===== src/rtl/oadc_pkg.sv =====
// Shared types, constants and register map for the obstacle-avoid drive controller.
// Used by oadc_div, oadc_ctrl, oadc_dpath and the top level; depends on nothing.
package oadc_pkg;

    // Widths of ports and fields
    localparam int COUNT_BITS_DEF = 16;
    localparam int CFG_IDX_W      = 3;
    localparam int CFG_DATA_W     = 16;
    localparam int ECHO_W         = 32;
    localparam int OP_W           = 2;
    localparam int DUTY_W         = 10;
    localparam int DIST_W         = 20;
    localparam int SPEED_W        = 28;
    localparam int SCALE_W        = 12;
    localparam int DIST_CFG_W     = 8;
    localparam int EDGE_CFG_W     = 8;
    localparam int CPM_W          = 16;
    localparam int TICK_W         = 3;
    localparam int DIV_W          = 32;
    localparam int DVS_W          = 16;
    localparam int TDATA_OUT_W    = 120;

    // Saturation limits
    localparam logic [DIST_W-1:0]  DIST_MAX  = '1;
    localparam logic [SPEED_W-1:0] SPEED_MAX = '1;
    localparam logic [DUTY_W-1:0]  DUTY_MAX  = '1;
    localparam logic [TICK_W-1:0]  TICK_MAX  = '1;

    // Control-law constants
    localparam int RAMP_PCT     = 100;
    localparam int DUTY_STEP    = 50;
    localparam int SPEED_MARGIN = 100;
    localparam int TICK_LATCH   = 4;

    // Divide by RAMP_PCT as (x * RECIP_PCT) >> RECIP_SHIFT, exact for x below 2^17
    localparam int               RECIP_W     = 18;
    localparam int               RECIP_SHIFT = 24;
    localparam logic [RECIP_W-1:0] RECIP_PCT = 18'd167773;

    // Register reset values
    localparam logic [DIST_CFG_W-1:0] MIN_DIST_RST    = 8'd10;
    localparam logic [DIST_CFG_W-1:0] MID_DIST_RST    = 8'd30;
    localparam logic [DUTY_W-1:0]     MAX_DUTY_RST    = 10'd550;
    localparam logic [DUTY_W-1:0]     MIN_DUTY_RST    = 10'd200;
    localparam logic [EDGE_CFG_W-1:0] REV_EDGES_RST   = 8'd30;
    localparam logic [EDGE_CFG_W-1:0] TURN_EDGES_RST  = 8'd45;
    localparam logic [SCALE_W-1:0]    SPEED_SCALE_RST = 12'd834;
    localparam logic [CPM_W-1:0]      CPM_RST         = 16'd4524;

    // Register indexes
    localparam logic [CFG_IDX_W-1:0] REG_MIN_DIST    = 3'd0;
    localparam logic [CFG_IDX_W-1:0] REG_MID_DIST    = 3'd1;
    localparam logic [CFG_IDX_W-1:0] REG_MAX_DUTY    = 3'd2;
    localparam logic [CFG_IDX_W-1:0] REG_MIN_DUTY    = 3'd3;
    localparam logic [CFG_IDX_W-1:0] REG_REV_EDGES   = 3'd4;
    localparam logic [CFG_IDX_W-1:0] REG_TURN_EDGES  = 3'd5;
    localparam logic [CFG_IDX_W-1:0] REG_SPEED_SCALE = 3'd6;
    localparam logic [CFG_IDX_W-1:0] REG_CPM         = 3'd7;

    typedef enum logic [1:0] {
        OP_EDGE_L = 2'd0,
        OP_EDGE_R = 2'd1,
        OP_TICK   = 2'd2,
        OP_ECHO   = 2'd3
    } t_op;

    typedef enum logic [1:0] {
        MODE_STOP = 2'd0,
        MODE_SLOW = 2'd1,
        MODE_FAST = 2'd2,
        MODE_TURN = 2'd3
    } t_mode;

    // Outcome of the forward rule for the current distance
    typedef enum logic [1:0] {
        FWD_STOP,
        FWD_RAMP,
        FWD_BAL,
        FWD_HOLD
    } t_fwd;

    // Operand select for the shared divider
    typedef enum logic [1:0] {
        DSEL_ECHO,
        DSEL_RATIO
    } t_div_sel;

    typedef enum logic [3:0] {
        S_IDLE,
        S_DECODE,
        S_DIV_ECHO,
        S_ECHO_END,
        S_DIV_RATIO,
        S_MUL,
        S_SCALE,
        S_TURN,
        S_DONE
    } t_state;

    // Controller to datapath
    typedef struct packed {
        logic     ld_item;
        logic     edge_inc;
        logic     tick_inc;
        logic     div_start;
        t_div_sel div_sel;
        logic     dist_wr;
        logic     prod_ld;
        logic     speed_latch;
        logic     fwd_stop;
        logic     fwd_bal;
        logic     fwd_ramp;
        logic     turn_step;
        logic     out_load;
    } t_cmd;

    // Datapath to controller
    typedef struct packed {
        t_op  op;
        logic turning;
        t_fwd fwd_case;
        logic div_done;
        logic latch_ok;
    } t_sts;

endpackage


===== src/rtl/oadc_div.sv =====
// Restoring divider for the obstacle-avoid drive controller, one quotient bit a cycle.
// Depends on oadc_pkg for operand widths.
module oadc_div import oadc_pkg::*; (
    input  logic             i_clk,
    input  logic             i_rst_n,
    input  logic             i_start,
    input  logic [DIV_W-1:0] i_dividend,
    input  logic [DVS_W-1:0] i_divisor,
    output logic [DIV_W-1:0] o_quotient,
    output logic             o_done
);

    localparam int CNT_W = $clog2(DIV_W);

    logic             r_busy, n_busy;
    logic             r_done, n_done;
    logic [CNT_W-1:0] r_cnt, n_cnt;
    logic [DVS_W-1:0] r_rem, n_rem;
    logic [DVS_W-1:0] r_dvs, n_dvs;
    logic [DIV_W-1:0] r_quo, n_quo;
    logic [DVS_W:0]   rem_sh;
    logic [DVS_W:0]   rem_sub;
    logic             ge;

    // Shift in the next dividend bit and trial-subtract
    always_comb begin
        rem_sh  = {r_rem, r_quo[DIV_W-1]};
        ge      = rem_sh >= {1'b0, r_dvs};
        rem_sub = rem_sh - {1'b0, r_dvs};
    end

    always_comb begin
        n_busy = r_busy;
        n_done = 1'b0;
        n_cnt  = r_cnt;
        n_rem  = r_rem;
        n_dvs  = r_dvs;
        n_quo  = r_quo;
        if (i_start) begin
            n_busy = 1'b1;
            n_cnt  = '0;
            n_rem  = '0;
            n_dvs  = i_divisor;
            n_quo  = i_dividend;
        end else if (r_busy) begin
            n_rem = ge ? rem_sub[DVS_W-1:0] : rem_sh[DVS_W-1:0];
            n_quo = {r_quo[DIV_W-2:0], ge};
            n_cnt = r_cnt + 1'b1;
            if (r_cnt == CNT_W'(DIV_W - 1)) begin
                n_busy = 1'b0;
                n_done = 1'b1;
            end
        end
    end

    always_ff @(posedge i_clk) begin
        if (!i_rst_n) begin
            r_busy <= 1'b0;
            r_done <= 1'b0;
            r_cnt  <= '0;
        end else begin
            r_busy <= n_busy;
            r_done <= n_done;
            r_cnt  <= n_cnt;
        end
    end

    always_ff @(posedge i_clk) begin
        r_rem <= n_rem;
        r_dvs <= n_dvs;
        r_quo <= n_quo;
    end

    assign o_quotient = r_quo;
    assign o_done     = r_done;

endmodule


===== src/rtl/oadc_ctrl.sv =====
// Sequencing state machine of the obstacle-avoid drive controller.
// Depends on oadc_pkg; drives oadc_dpath through t_cmd and reads t_sts.
module oadc_ctrl import oadc_pkg::*; (
    input  logic i_clk,
    input  logic i_rst_n,
    input  logic i_s_tvalid,
    output logic o_s_tready,
    output logic o_m_tvalid,
    input  logic i_m_tready,
    input  t_sts i_sts,
    output t_cmd o_cmd
);

    t_state r_state, n_state;
    logic   r_m_valid, n_m_valid;

    always_ff @(posedge i_clk) begin
        if (!i_rst_n) begin
            r_state   <= S_IDLE;
            r_m_valid <= 1'b0;
        end else begin
            r_state   <= n_state;
            r_m_valid <= n_m_valid;
        end
    end

    // Next state and commands
    always_comb begin
        n_state   = r_state;
        n_m_valid = r_m_valid && !i_m_tready;
        o_cmd     = '0;
        o_cmd.div_sel = DSEL_ECHO;
        o_s_tready = 1'b0;
        unique case (r_state)
            S_IDLE: begin
                o_s_tready = 1'b1;
                if (i_s_tvalid) begin
                    o_cmd.ld_item = 1'b1;
                    n_state       = S_DECODE;
                end
            end
            S_DECODE: begin
                unique case (i_sts.op) inside
                    OP_EDGE_L, OP_EDGE_R: begin
                        o_cmd.edge_inc = 1'b1;
                        n_state = i_sts.turning ? S_TURN : S_DONE;
                    end
                    OP_TICK: begin
                        o_cmd.tick_inc = 1'b1;
                        if (i_sts.turning) begin
                            n_state = S_TURN;
                        end else begin
                            n_state = S_DONE;
                            unique case (i_sts.fwd_case)
                                FWD_STOP: o_cmd.fwd_stop = 1'b1;
                                FWD_BAL:  o_cmd.fwd_bal  = 1'b1;
                                FWD_RAMP: begin
                                    o_cmd.div_start = 1'b1;
                                    o_cmd.div_sel   = DSEL_RATIO;
                                    n_state         = S_DIV_RATIO;
                                end
                                default: ;
                            endcase
                        end
                    end
                    default: begin
                        o_cmd.div_start = 1'b1;
                        o_cmd.div_sel   = DSEL_ECHO;
                        n_state         = S_DIV_ECHO;
                    end
                endcase
            end
            S_DIV_ECHO: begin
                if (i_sts.div_done) begin
                    o_cmd.dist_wr = 1'b1;
                    n_state       = S_ECHO_END;
                end
            end
            S_ECHO_END: begin
                o_cmd.speed_latch = i_sts.latch_ok;
                n_state = i_sts.turning ? S_TURN : S_DONE;
            end
            S_DIV_RATIO: begin
                if (i_sts.div_done) begin
                    n_state = S_MUL;
                end
            end
            S_MUL: begin
                o_cmd.prod_ld = 1'b1;
                n_state       = S_SCALE;
            end
            // Scale the product down and write the ramp duty
            S_SCALE: begin
                o_cmd.fwd_ramp = 1'b1;
                n_state        = S_DONE;
            end
            S_TURN: begin
                o_cmd.turn_step = 1'b1;
                n_state         = S_DONE;
            end
            S_DONE: begin
                // Load the result once the output register is free
                if (!r_m_valid || i_m_tready) begin
                    o_cmd.out_load = 1'b1;
                    n_m_valid      = 1'b1;
                    n_state        = S_IDLE;
                end
            end
            default: n_state = S_IDLE;
        endcase
    end

    assign o_m_tvalid = r_m_valid;

endmodule


===== src/rtl/oadc_dpath.sv =====
// Datapath of the obstacle-avoid drive controller: registers, counters, control law.
// Depends on oadc_pkg and instantiates oadc_div; commanded by oadc_ctrl.
module oadc_dpath import oadc_pkg::*; #(
    parameter int COUNT_BITS = COUNT_BITS_DEF
) (
    input  logic                   i_clk,
    input  logic                   i_rst_n,
    input  t_cmd                   i_cmd,
    output t_sts                   o_sts,
    input  logic [OP_W-1:0]        i_op,
    input  logic [ECHO_W-1:0]      i_echo,
    input  logic                   i_cfg_we,
    input  logic [CFG_IDX_W-1:0]   i_cfg_idx,
    input  logic [CFG_DATA_W-1:0]  i_cfg_data,
    output logic [TDATA_OUT_W-1:0] o_tdata
);

    localparam int PROD_W = COUNT_BITS + SCALE_W;
    localparam int EXT_W  = (PROD_W > SPEED_W) ? PROD_W : SPEED_W;
    localparam int RPROD_W = DUTY_W + 9;   // signed span times 8-bit ratio
    localparam int MAG_W   = DUTY_W + 7;   // |span * ratio| stays below 2^17
    localparam int RAMP_W  = DUTY_W + 3;   // signed ramp sum before clamp
    localparam int SCL_W   = MAG_W + RECIP_W;

    // Configuration registers
    logic [DIST_CFG_W-1:0] r_min_dist, r_mid_dist;
    logic [DUTY_W-1:0]     r_max_duty, r_min_duty;
    logic [EDGE_CFG_W-1:0] r_rev_edges, r_turn_edges;
    logic [SCALE_W-1:0]    r_speed_scale;
    logic [CPM_W-1:0]      r_cpm;

    // Event state
    logic [COUNT_BITS-1:0] r_cnt_l, n_cnt_l, r_cnt_r, n_cnt_r;
    logic [TICK_W-1:0]     r_ticks, n_ticks;
    t_mode                 r_mode, n_mode;
    logic [DIST_W-1:0]     r_dist, n_dist;
    logic [SPEED_W-1:0]    r_spd_l, n_spd_l, r_spd_r, n_spd_r;
    logic [DUTY_W-1:0]     r_fwd_l, n_fwd_l, r_fwd_r, n_fwd_r;
    logic [DUTY_W-1:0]     r_cmpb_l, n_cmpb_l, r_cmpb_r, n_cmpb_r;
    logic                  r_en, n_en;

    // Item and ramp working registers
    t_op                   r_op;
    logic [ECHO_W-1:0]     r_echo;
    logic                  r_turning;
    logic                  r_neg;
    logic [MAG_W-1:0]      r_mag;
    logic [TDATA_OUT_W-1:0] r_tdata;

    // Divider hookup
    logic [DIV_W-1:0] div_dvd, quo;
    logic [DVS_W-1:0] div_dvs;
    logic             div_done;

    // Helpers
    logic [DIST_W-1:0]     min20, mid20;
    t_fwd                  fwd_case;
    logic [DIST_W-1:0]     dist_sat;
    logic [EXT_W-1:0]      p_l, p_r;
    logic [SPEED_W-1:0]    sat_l, sat_r;
    logic [DUTY_W-1:0]     duty_less, bal_l, bal_r;
    logic [SPEED_W:0]      spd_l_ext, spd_r_ext;
    logic [DIST_CFG_W-1:0] dist_diff;
    logic signed [DUTY_W:0]    span;
    logic signed [RPROD_W-1:0] rprod;
    logic [RPROD_W-1:0]        rprod_mag;
    logic [SCL_W-1:0]          scale_prod;
    logic [DUTY_W:0]           ramp_step;
    logic signed [RAMP_W-1:0]  ramp_sum;
    logic [DUTY_W-1:0]         ramp_val;
    logic [DUTY_W:0]           turn_sum;
    logic [DUTY_W-1:0]         turn_val;

    // Write configuration registers
    always_ff @(posedge i_clk) begin
        if (!i_rst_n) begin
            r_min_dist    <= MIN_DIST_RST;
            r_mid_dist    <= MID_DIST_RST;
            r_max_duty    <= MAX_DUTY_RST;
            r_min_duty    <= MIN_DUTY_RST;
            r_rev_edges   <= REV_EDGES_RST;
            r_turn_edges  <= TURN_EDGES_RST;
            r_speed_scale <= SPEED_SCALE_RST;
            r_cpm         <= CPM_RST;
        end else if (i_cfg_we) begin
            unique case (i_cfg_idx)
                REG_MIN_DIST:    r_min_dist    <= i_cfg_data[DIST_CFG_W-1:0];
                REG_MID_DIST:    r_mid_dist    <= i_cfg_data[DIST_CFG_W-1:0];
                REG_MAX_DUTY:    r_max_duty    <= i_cfg_data[DUTY_W-1:0];
                REG_MIN_DUTY:    r_min_duty    <= i_cfg_data[DUTY_W-1:0];
                REG_REV_EDGES:   r_rev_edges   <= i_cfg_data[EDGE_CFG_W-1:0];
                REG_TURN_EDGES:  r_turn_edges  <= i_cfg_data[EDGE_CFG_W-1:0];
                REG_SPEED_SCALE: r_speed_scale <= i_cfg_data[SCALE_W-1:0];
                REG_CPM:         r_cpm         <= i_cfg_data;
                default: ;
            endcase
        end
    end

    // Classify the distance for the forward rule
    always_comb begin
        min20 = DIST_W'(r_min_dist);
        mid20 = DIST_W'(r_mid_dist);
        if (r_dist < min20 && r_dist != DIST_W'(1)) begin
            fwd_case = FWD_STOP;
        end else if (r_dist > min20 && r_dist < mid20) begin
            fwd_case = FWD_RAMP;
        end else if (r_dist >= mid20 || r_dist == DIST_W'(1)) begin
            fwd_case = FWD_BAL;
        end else begin
            fwd_case = FWD_HOLD;
        end
    end

    // Select divider operands
    always_comb begin
        dist_diff = r_dist[DIST_CFG_W-1:0] - r_min_dist;
        case (i_cmd.div_sel)
            DSEL_RATIO: begin
                div_dvd = DIV_W'(dist_diff) * DIV_W'(RAMP_PCT);
                div_dvs = DVS_W'(r_mid_dist - r_min_dist);
            end
            default: begin
                div_dvd = r_echo;
                div_dvs = r_cpm;
            end
        endcase
    end

    oadc_div u_div (
        .i_clk      (i_clk),
        .i_rst_n    (i_rst_n),
        .i_start    (i_cmd.div_start),
        .i_dividend (div_dvd),
        .i_divisor  (div_dvs),
        .o_quotient (quo),
        .o_done     (div_done)
    );

    // Distance, speed and duty candidates
    always_comb begin
        dist_sat = (|quo[DIV_W-1:DIST_W]) ? DIST_MAX : quo[DIST_W-1:0];

        p_l   = EXT_W'(r_cnt_l) * EXT_W'(r_speed_scale);
        p_r   = EXT_W'(r_cnt_r) * EXT_W'(r_speed_scale);
        sat_l = (p_l > EXT_W'(SPEED_MAX)) ? SPEED_MAX : p_l[SPEED_W-1:0];
        sat_r = (p_r > EXT_W'(SPEED_MAX)) ? SPEED_MAX : p_r[SPEED_W-1:0];

        // Balance: slow the side that runs ahead by the margin
        duty_less = (r_max_duty >= DUTY_W'(DUTY_STEP)) ?
                    r_max_duty - DUTY_W'(DUTY_STEP) : '0;
        spd_l_ext = {1'b0, r_spd_l};
        spd_r_ext = {1'b0, r_spd_r};
        bal_l = r_max_duty;
        bal_r = r_max_duty;
        if (spd_l_ext >= spd_r_ext + (SPEED_W+1)'(SPEED_MARGIN)) begin
            bal_l = duty_less;
        end else if (spd_r_ext >= spd_l_ext + (SPEED_W+1)'(SPEED_MARGIN)) begin
            bal_r = duty_less;
        end

        // Ramp product from the ratio quotient
        span      = $signed({1'b0, r_max_duty}) - $signed({1'b0, r_min_duty});
        rprod     = span * $signed({1'b0, quo[6:0]});
        rprod_mag = rprod[RPROD_W-1] ? RPROD_W'(-rprod) : RPROD_W'(rprod);

        // Divide the magnitude by the percent scale with a reciprocal multiply
        scale_prod = SCL_W'(r_mag) * SCL_W'(RECIP_PCT);
        ramp_step  = scale_prod[RECIP_SHIFT +: DUTY_W+1];

        // Ramp result: sign back on, add the floor, clamp
        if (r_neg) begin
            ramp_sum = $signed(RAMP_W'(r_min_duty)) - $signed(RAMP_W'(ramp_step));
        end else begin
            ramp_sum = $signed(RAMP_W'(r_min_duty)) + $signed(RAMP_W'(ramp_step));
        end
        if (ramp_sum < 0) begin
            ramp_val = '0;
        end else if (ramp_sum > $signed(RAMP_W'(DUTY_MAX))) begin
            ramp_val = DUTY_MAX;
        end else begin
            ramp_val = ramp_sum[DUTY_W-1:0];
        end

        turn_sum = {1'b0, r_min_duty} + (DUTY_W+1)'(DUTY_STEP);
        turn_val = turn_sum[DUTY_W] ? DUTY_MAX : turn_sum[DUTY_W-1:0];
    end

    // Next event state
    always_comb begin
        n_cnt_l  = r_cnt_l;
        n_cnt_r  = r_cnt_r;
        n_ticks  = r_ticks;
        n_mode   = r_mode;
        n_dist   = r_dist;
        n_spd_l  = r_spd_l;
        n_spd_r  = r_spd_r;
        n_fwd_l  = r_fwd_l;
        n_fwd_r  = r_fwd_r;
        n_cmpb_l = r_cmpb_l;
        n_cmpb_r = r_cmpb_r;
        n_en     = r_en;

        // Count tach edges, saturating
        if (i_cmd.edge_inc) begin
            if (r_op == OP_EDGE_L && r_cnt_l != '1) begin
                n_cnt_l = r_cnt_l + 1'b1;
            end
            if (r_op == OP_EDGE_R && r_cnt_r != '1) begin
                n_cnt_r = r_cnt_r + 1'b1;
            end
        end
        if (i_cmd.tick_inc && r_ticks != TICK_MAX) begin
            n_ticks = r_ticks + 1'b1;
        end
        if (i_cmd.dist_wr) begin
            n_dist = dist_sat;
        end
        // Latch speeds and restart the window
        if (i_cmd.speed_latch) begin
            n_spd_l = sat_l;
            n_spd_r = sat_r;
            n_cnt_l = '0;
            n_cnt_r = '0;
            n_ticks = '0;
        end
        if (i_cmd.fwd_stop) begin
            n_fwd_l  = '0;
            n_fwd_r  = '0;
            n_cmpb_l = '0;
            n_cmpb_r = '0;
            n_en     = 1'b0;
            n_mode   = MODE_TURN;
        end
        // Compare B is cross-wired to the opposite forward duty
        if (i_cmd.fwd_bal) begin
            n_fwd_l  = bal_l;
            n_fwd_r  = bal_r;
            n_cmpb_l = bal_r;
            n_cmpb_r = bal_l;
            n_en     = 1'b1;
            n_mode   = MODE_FAST;
        end
        if (i_cmd.fwd_ramp) begin
            n_fwd_l  = ramp_val;
            n_fwd_r  = ramp_val;
            n_cmpb_l = ramp_val;
            n_cmpb_r = ramp_val;
            n_en     = 1'b1;
            n_mode   = MODE_SLOW;
        end
        // Back up, then pivot, then resume on the side-1 count
        if (i_cmd.turn_step) begin
            if (r_cnt_l < COUNT_BITS'(r_rev_edges)) begin
                n_fwd_l  = '0;
                n_fwd_r  = '0;
                n_cmpb_l = r_min_duty;
                n_cmpb_r = r_min_duty;
                n_en     = 1'b1;
            end else if (r_cnt_l < COUNT_BITS'(r_turn_edges)) begin
                n_fwd_l  = turn_val;
                n_fwd_r  = '0;
                n_cmpb_l = '0;
                n_cmpb_r = turn_val;
                n_en     = 1'b1;
            end else begin
                n_fwd_l  = '0;
                n_fwd_r  = '0;
                n_cmpb_l = '0;
                n_cmpb_r = '0;
                n_en     = 1'b0;
                n_cnt_l  = '0;
                n_cnt_r  = '0;
                n_mode   = MODE_FAST;
            end
        end
    end

    always_ff @(posedge i_clk) begin
        if (!i_rst_n) begin
            r_cnt_l  <= '0;
            r_cnt_r  <= '0;
            r_ticks  <= '0;
            r_mode   <= MODE_STOP;
            r_dist   <= '0;
            r_spd_l  <= '0;
            r_spd_r  <= '0;
            r_fwd_l  <= '0;
            r_fwd_r  <= '0;
            r_cmpb_l <= '0;
            r_cmpb_r <= '0;
            r_en     <= 1'b0;
        end else begin
            r_cnt_l  <= n_cnt_l;
            r_cnt_r  <= n_cnt_r;
            r_ticks  <= n_ticks;
            r_mode   <= n_mode;
            r_dist   <= n_dist;
            r_spd_l  <= n_spd_l;
            r_spd_r  <= n_spd_r;
            r_fwd_l  <= n_fwd_l;
            r_fwd_r  <= n_fwd_r;
            r_cmpb_l <= n_cmpb_l;
            r_cmpb_r <= n_cmpb_r;
            r_en     <= n_en;
        end
    end

    // Capture the item, the ramp magnitude and the result
    always_ff @(posedge i_clk) begin
        if (i_cmd.ld_item) begin
            r_op      <= t_op'(i_op);
            r_echo    <= i_echo;
            r_turning <= (r_mode == MODE_TURN);
        end
        if (i_cmd.prod_ld) begin
            r_neg <= rprod[RPROD_W-1];
            r_mag <= rprod_mag[MAG_W-1:0];
        end
        if (i_cmd.out_load) begin
            r_tdata <= {1'b0, r_spd_r, r_spd_l, r_dist, r_mode, r_en,
                        r_cmpb_r, r_cmpb_l, r_fwd_r, r_fwd_l};
        end
    end

    always_comb begin
        o_sts.op       = r_op;
        o_sts.turning  = r_turning;
        o_sts.fwd_case = fwd_case;
        o_sts.div_done = div_done;
        o_sts.latch_ok = (r_ticks > TICK_W'(TICK_LATCH)) && !r_turning;
    end

    assign o_tdata = r_tdata;

endmodule


===== src/rtl/obstacle_avoid_drive_controller.sv =====
// Obstacle-avoid drive controller: one result transaction for every event transaction.
// Edge, stop, balance and hold events go from decode straight to the result load; echo
// events first run the 32-step serial divider; ticks in the ramp band take one divider
// pass, a product and a reciprocal scale step. A turn step precedes the load while turning.
// One event in work at a time; the next is taken the cycle after its result loads, and
// the load waits while an earlier result is still held downstream. Reset (synchronous,
// active low) clears counters, speeds, duties, distance and mode, and loads the
// configuration registers with their defaults.
module obstacle_avoid_drive_controller import oadc_pkg::*; #(
    parameter int COUNT_BITS = COUNT_BITS_DEF
) (
    input  logic                   i_clk,
    input  logic                   i_rst_n,
    input  logic                   s_axis_tvalid,
    output logic                   s_axis_tready,
    // echo_counts[31:0]
    input  logic [ECHO_W-1:0]      s_axis_tdata,
    // operation[1:0]
    input  logic [OP_W-1:0]        s_axis_tuser,
    output logic                   m_axis_tvalid,
    input  logic                   m_axis_tready,
    // fwd_duty_left[9:0], fwd_duty_right[19:10], cmp_b_left[29:20], cmp_b_right[39:30],
    // drive_enable[40], car_mode[42:41], distance_cm[62:43], speed_left[90:63],
    // speed_right[118:91], zero pad [119]
    output logic [TDATA_OUT_W-1:0] m_axis_tdata,
    input  logic                   i_cfg_we,
    input  logic [CFG_IDX_W-1:0]   i_cfg_idx,
    input  logic [CFG_DATA_W-1:0]  i_cfg_data
);

    t_cmd cmd;
    t_sts sts;

    oadc_ctrl u_ctrl (
        .i_clk      (i_clk),
        .i_rst_n    (i_rst_n),
        .i_s_tvalid (s_axis_tvalid),
        .o_s_tready (s_axis_tready),
        .o_m_tvalid (m_axis_tvalid),
        .i_m_tready (m_axis_tready),
        .i_sts      (sts),
        .o_cmd      (cmd)
    );

    oadc_dpath #(
        .COUNT_BITS (COUNT_BITS)
    ) u_dpath (
        .i_clk      (i_clk),
        .i_rst_n    (i_rst_n),
        .i_cmd      (cmd),
        .o_sts      (sts),
        .i_op       (s_axis_tuser),
        .i_echo     (s_axis_tdata),
        .i_cfg_we   (i_cfg_we),
        .i_cfg_idx  (i_cfg_idx),
        .i_cfg_data (i_cfg_data),
        .o_tdata    (m_axis_tdata)
    );

endmodule

===== config.mk =====
export PLATFORM = sky130hd
export DESIGN_NAME = obstacle_avoid_drive_controller
export DESIGN_NICKNAME = d
export VERILOG_FILES = /design/src/rtl/oadc_pkg.sv /design/src/rtl/oadc_div.sv /design/src/rtl/oadc_ctrl.sv /design/src/rtl/oadc_dpath.sv /design/src/rtl/obstacle_avoid_drive_controller.sv
export SDC_FILE = /design/constraint.sdc
export NUM_CORES = 2
export LEC_CHECK = 0
export BUFFER_PORTS_ARGS = -buffer_cell sky130_fd_sc_hd__buf_4
export CORE_MARGIN = 1
export CORE_UTILIZATION = 55
export DETAILED_ROUTE_END_ITERATION = 16
export PLACE_DENSITY = 0.81
export SYNTH_ARGS = -nofsm -noshare
export SYNTH_HDL_FRONTEND = slang
export SYNTH_SLANG_ARGS = --single-unit

===== constraint.sdc =====
create_clock -name i_clk -period 9.8 [get_ports i_clk]
set_input_delay 0.98 -clock i_clk [delete_from_list [all_inputs] [get_ports i_clk]]
set_output_delay 0.98 -clock i_clk [all_outputs]
set_load 0.02 [all_outputs]

==> summary.txt <==
Power and ir drop
  – Maximum vdd drop: about 0.42 mV
  – Pwr Density: between 200 and 300 nW/um^2
  – Leakage power: 0.02283 uW

Status
  – Status: complete, no violations

Clocking
  – Worst-skew pair later-pin latency: 0.64 ns
  – Clock sink count: 482
  – Num CTS Buffers: 52
  – CTS tree: yes
  – Clock Path Buffers: 3
  – CTS Hold Buffers Added: 0
  – Worst-path clk slew: around 0.07 ns
  – Post-CTS Setup Inserts: 0
  – CTS root buffer: clkbuf_16
  – H-tree Lvls: 2

Placement
  – DPL Wire Length: 84820 um
  – Placed cell area: 46410 um^2
  – Port-buffer cells: roughly 180
  – RD Place Congestion: 0.9391
  – Dpl ws: approximately 0.81 ns

Synthesis
  – Post-synth top area share: 20.65%
  – Portion of netlist area occupied by mux cells: 0.4913%
  – Distinct cells, synth: 91
  – Cells after synthesis: roughly 4800
  – Asr flop ratio synth: 0%
  – XOR/XNOR Fraction of Synth Area: 4.227%
  – Post-synth EDFFs: between 200 and 250
  – Post-synthesis adder-cell area fraction: between 30% and 40%
  – Most common flop cell mapped by yosys: dfxtp_1
  – Post-Syn Area: between 40000 and 50000 um^2
  – Simple-Gate Fraction of Synth Area: 15.31%
  – Yosys reg bits: a little under 500
  – Post-synthesis sequential area ratio: 26.75%
  – Syn_nets: around 5800
  – Synth Area in Compound Gates: 10.91%
  – Most frequent cell after synthesis: nand2_1
  – Synthesized area per cell: 9.239 um^2
  – Combinational family with the most area after synthesis: adder cells
  – Top cells by area, synth: fa_1 21%, edfxtp_1 15%, ha_1 14%
  – YS warnings: 0
  – Yosys top cell by area: fa_1
  – Commonest cells post-synth: 731 x nand2_1, 700 x inv_1, 495 x ha_1

Critical path
  – Critical path class: reg2reg
  – CP Data Required Time: 10.29 ns
  – Crit Path Max Fanout: 12
  – Crit path DAT: around 9.5 ns
  – Worst setup SP type: flip-flop
  – Setup crit end kind: flip-flop
  – Critical path's largest stage delay: 0.63 ns
  – Crit path max-delay cell type: fa_1

STA
  – Max Slew Vio Count: 0
  – Finish-stage setup viols: 0
  – RSZ-0062 raised after global routing: no
  – Min setup slack post-route: about 0.83 ns
  – Worst Max-Slew Pin Slew: approximately 1.3 ns
  – Slew headroom: 14.60%
  – Crit path time final: 8.969 ns
  – Hold WS: approximately 0.44 ns
  – Tcrit/Tclk final: roughly 92%
  – Setup TNS Final: 0 ns
  – Fin. Hold Viols: 0
  – Skew final: 0.02543 ns
  – Maximum clock frequency: approximately 0.11 GHz

Floorplan
  – Core area: 79390 um^2
  – Initial core utilization: 55.82%
  – Ports: 180
  – FP Rows: 103
  – Die W: around 290 um
  – Die area: 81700 um^2
  – Die height: 285.8 um

Finish
  – Share of cells above drive strength 1: 7.342%
  – Area grow syn2layout: 9.030%
  – Nets: 5869
  – Design area: between 40000 and 50000 um^2
  – FILL cells: about 6500

Routing
  – Initial drt markers: 2872
  – Routed WL: 110500 um
  – Vias per cell: 5.710
  – Antenna-violating nets left: 0
  – DR WL/cell: 18.54 um
  – Vias: 34020
  – DRC Markers: 0
  – DR pass1 iterations: 8

Job
  – Maxcap violations: 0

Global route
  – Total global-route track usage: 27.17%
  – Vias in the first global route: 33853
  – Initial antenna violation count: 7
  – First-pass GRT wire length: between 150000 and 200000 um
  – Largest net degree at the start of global routing: 66
  – GR Overflow Total: 0

Min path
  – Hold Path Class: reg2reg
==> where the power goes <==
part | switching [uW] | internal [uW]
Sequential | 178 | 2470
Combinational | 4620 | 3270
Clock | 908 | 1240
==> cells in the final DEF, fill, tap and decap left out, drive strengths merged, types with 7 or more instances in the layout <==
master / Yosys / layout
nand4: 29 / 29
edfxtp: 220 / 220
xor2: 97 / 97
xnor2: 116 / 116
a22oi: 8 / 8
fa: 457 / 457
a31oi: 27 / 27
nand2: 731 / 731
clkbuf: 181 / 70
o211ai: 42 / 42
nand2b: 38 / 38
o221a: 23 / 23
inv: 700 / 710
nor2: 221 / 221
nand3: 93 / 93
a2111oi: 8 / 8
dfxtp: 262 / 262
nor2b: 42 / 42
a21o: 63 / 63
a21oi: 265 / 265
o21bai: 18 / 18
and2: 165 / 165
o22ai: 14 / 14
nor4: 22 / 22
nor3: 52 / 52
nor3b: 7 / 7
o21a: 22 / 22
and3: 37 / 37
buf: 13 / 203
mux2i: 15 / 15
a21boi: 8 / 8
a211oi: 36 / 36
or3: 17 / 17
o21ai: 145 / 145
ha: 495 / 495
o31a: 10 / 10
clkinv: 1 / 10
==> worst max-delay path, delay by kind of cell (launching register included) <==
kind | cells | cell delay [ns]
AND/OR/NAND/NOR | 4 | 0.77
buffers and inverters | 6 | 0.32
adder cells (fa/ha/maj) | 8 | 3.76
AO/OA/AOI/OAI | 15 | 3.25
flip-flops | 1 | 0.54
XOR/XNOR | 1 | 0.17
==> layer usage <==
layer	wire, um	GRT usage, %	up-vias
li1	-	-	15898
met1	45970	36.64	16579
met2	51240	44.14	1303
met3	9443	4.745	236
met4	3788	9.479	4
met5	27	0	-
==> stage by stage <==
stage	utilization [%]	std cells	power, uW
floorplan	-	4796	8791
global placement	58.46	5855	10300
detailed placement	58.46	5855	10520
CTS	60.84	5953	12730
global route	60.85	5957	13950
finish	60.86	5958	12690
==> flip-flops by register name, indices dropped and copies added, names as in the netlist, 10 cells and up <==
name                      cells
u_dpath.r_spd_r              28
u_dpath.r_echo               32
u_dpath.r_fwd_l              10
u_dpath.u_div.r_dvs          16
u_dpath.r_dist               20
u_dpath.r_max_duty           10
u_dpath.r_cnt_r              16
u_dpath.r_cmpb_l             10
u_dpath.o_tdata             119
u_dpath.r_spd_l              28
u_dpath.r_speed_scale        12
u_dpath.r_mag                17
u_dpath.u_div.o_quotient     32
u_dpath.r_cnt_l              16
u_dpath.r_min_duty           10
u_dpath.r_cmpb_r             10
u_dpath.u_div.r_rem          16
u_dpath.r_fwd_r              10
u_dpath.r_cpm                16
==> what timing repair did <==
action | CTS | global route
hold endpoints to repair | 0 | 0
resized for setup | 0 | 1
endpoints found under the setup margin | 0 | 1
==> cell type report <==
type	count	area, um^2	share of cell area (%)
multi-input combinational	3419	29090	60.21
timing repair buffer	203	1524	3.154
inverter	701	2634	5.452
clock inverter	28	402.9	0.8339
antenna	5	12.51	0.02590
sequential	482	11850	24.53
tap	1050	1314	2.719
clock buffer	70	1483	3.069
==> worst paths after layout <==
| check | start | to | slack (ns) | cells past startpoint |
|---|---|---|---|---|
| setup / recovery | u_dpath.r_mag[3]$_DFFE_PP_ | u_dpath.r_cmpb_r[1]$_SDFFE_PN0P_ | 0.83 | 34 |
| setup reg to reg | u_dpath.r_mag[3]$_DFFE_PP_ | u_dpath.r_cmpb_r[1]$_SDFFE_PN0P_ | 0.83 | 34 |
| hold reg to reg | u_dpath.r_cmpb_r[6]$_SDFFE_PN0P_ | u_dpath.o_tdata[36]$_DFFE_PP_ | 0.44 | 0 |
| hold / removal | u_dpath.r_cmpb_r[6]$_SDFFE_PN0P_ | u_dpath.o_tdata[36]$_DFFE_PP_ | 0.44 | 0 |
==> cell families after synthesis <==
group                      Yosys count
AOI/OAI and AO/OA                  749
xor gates and xnor gates           213
adders and majority gates          952
buffers and inverters              895
DFF                                482
muxes                               21
other                                1
and+or+nand+nor                   1483
Power figures use the tool's default switching activity.
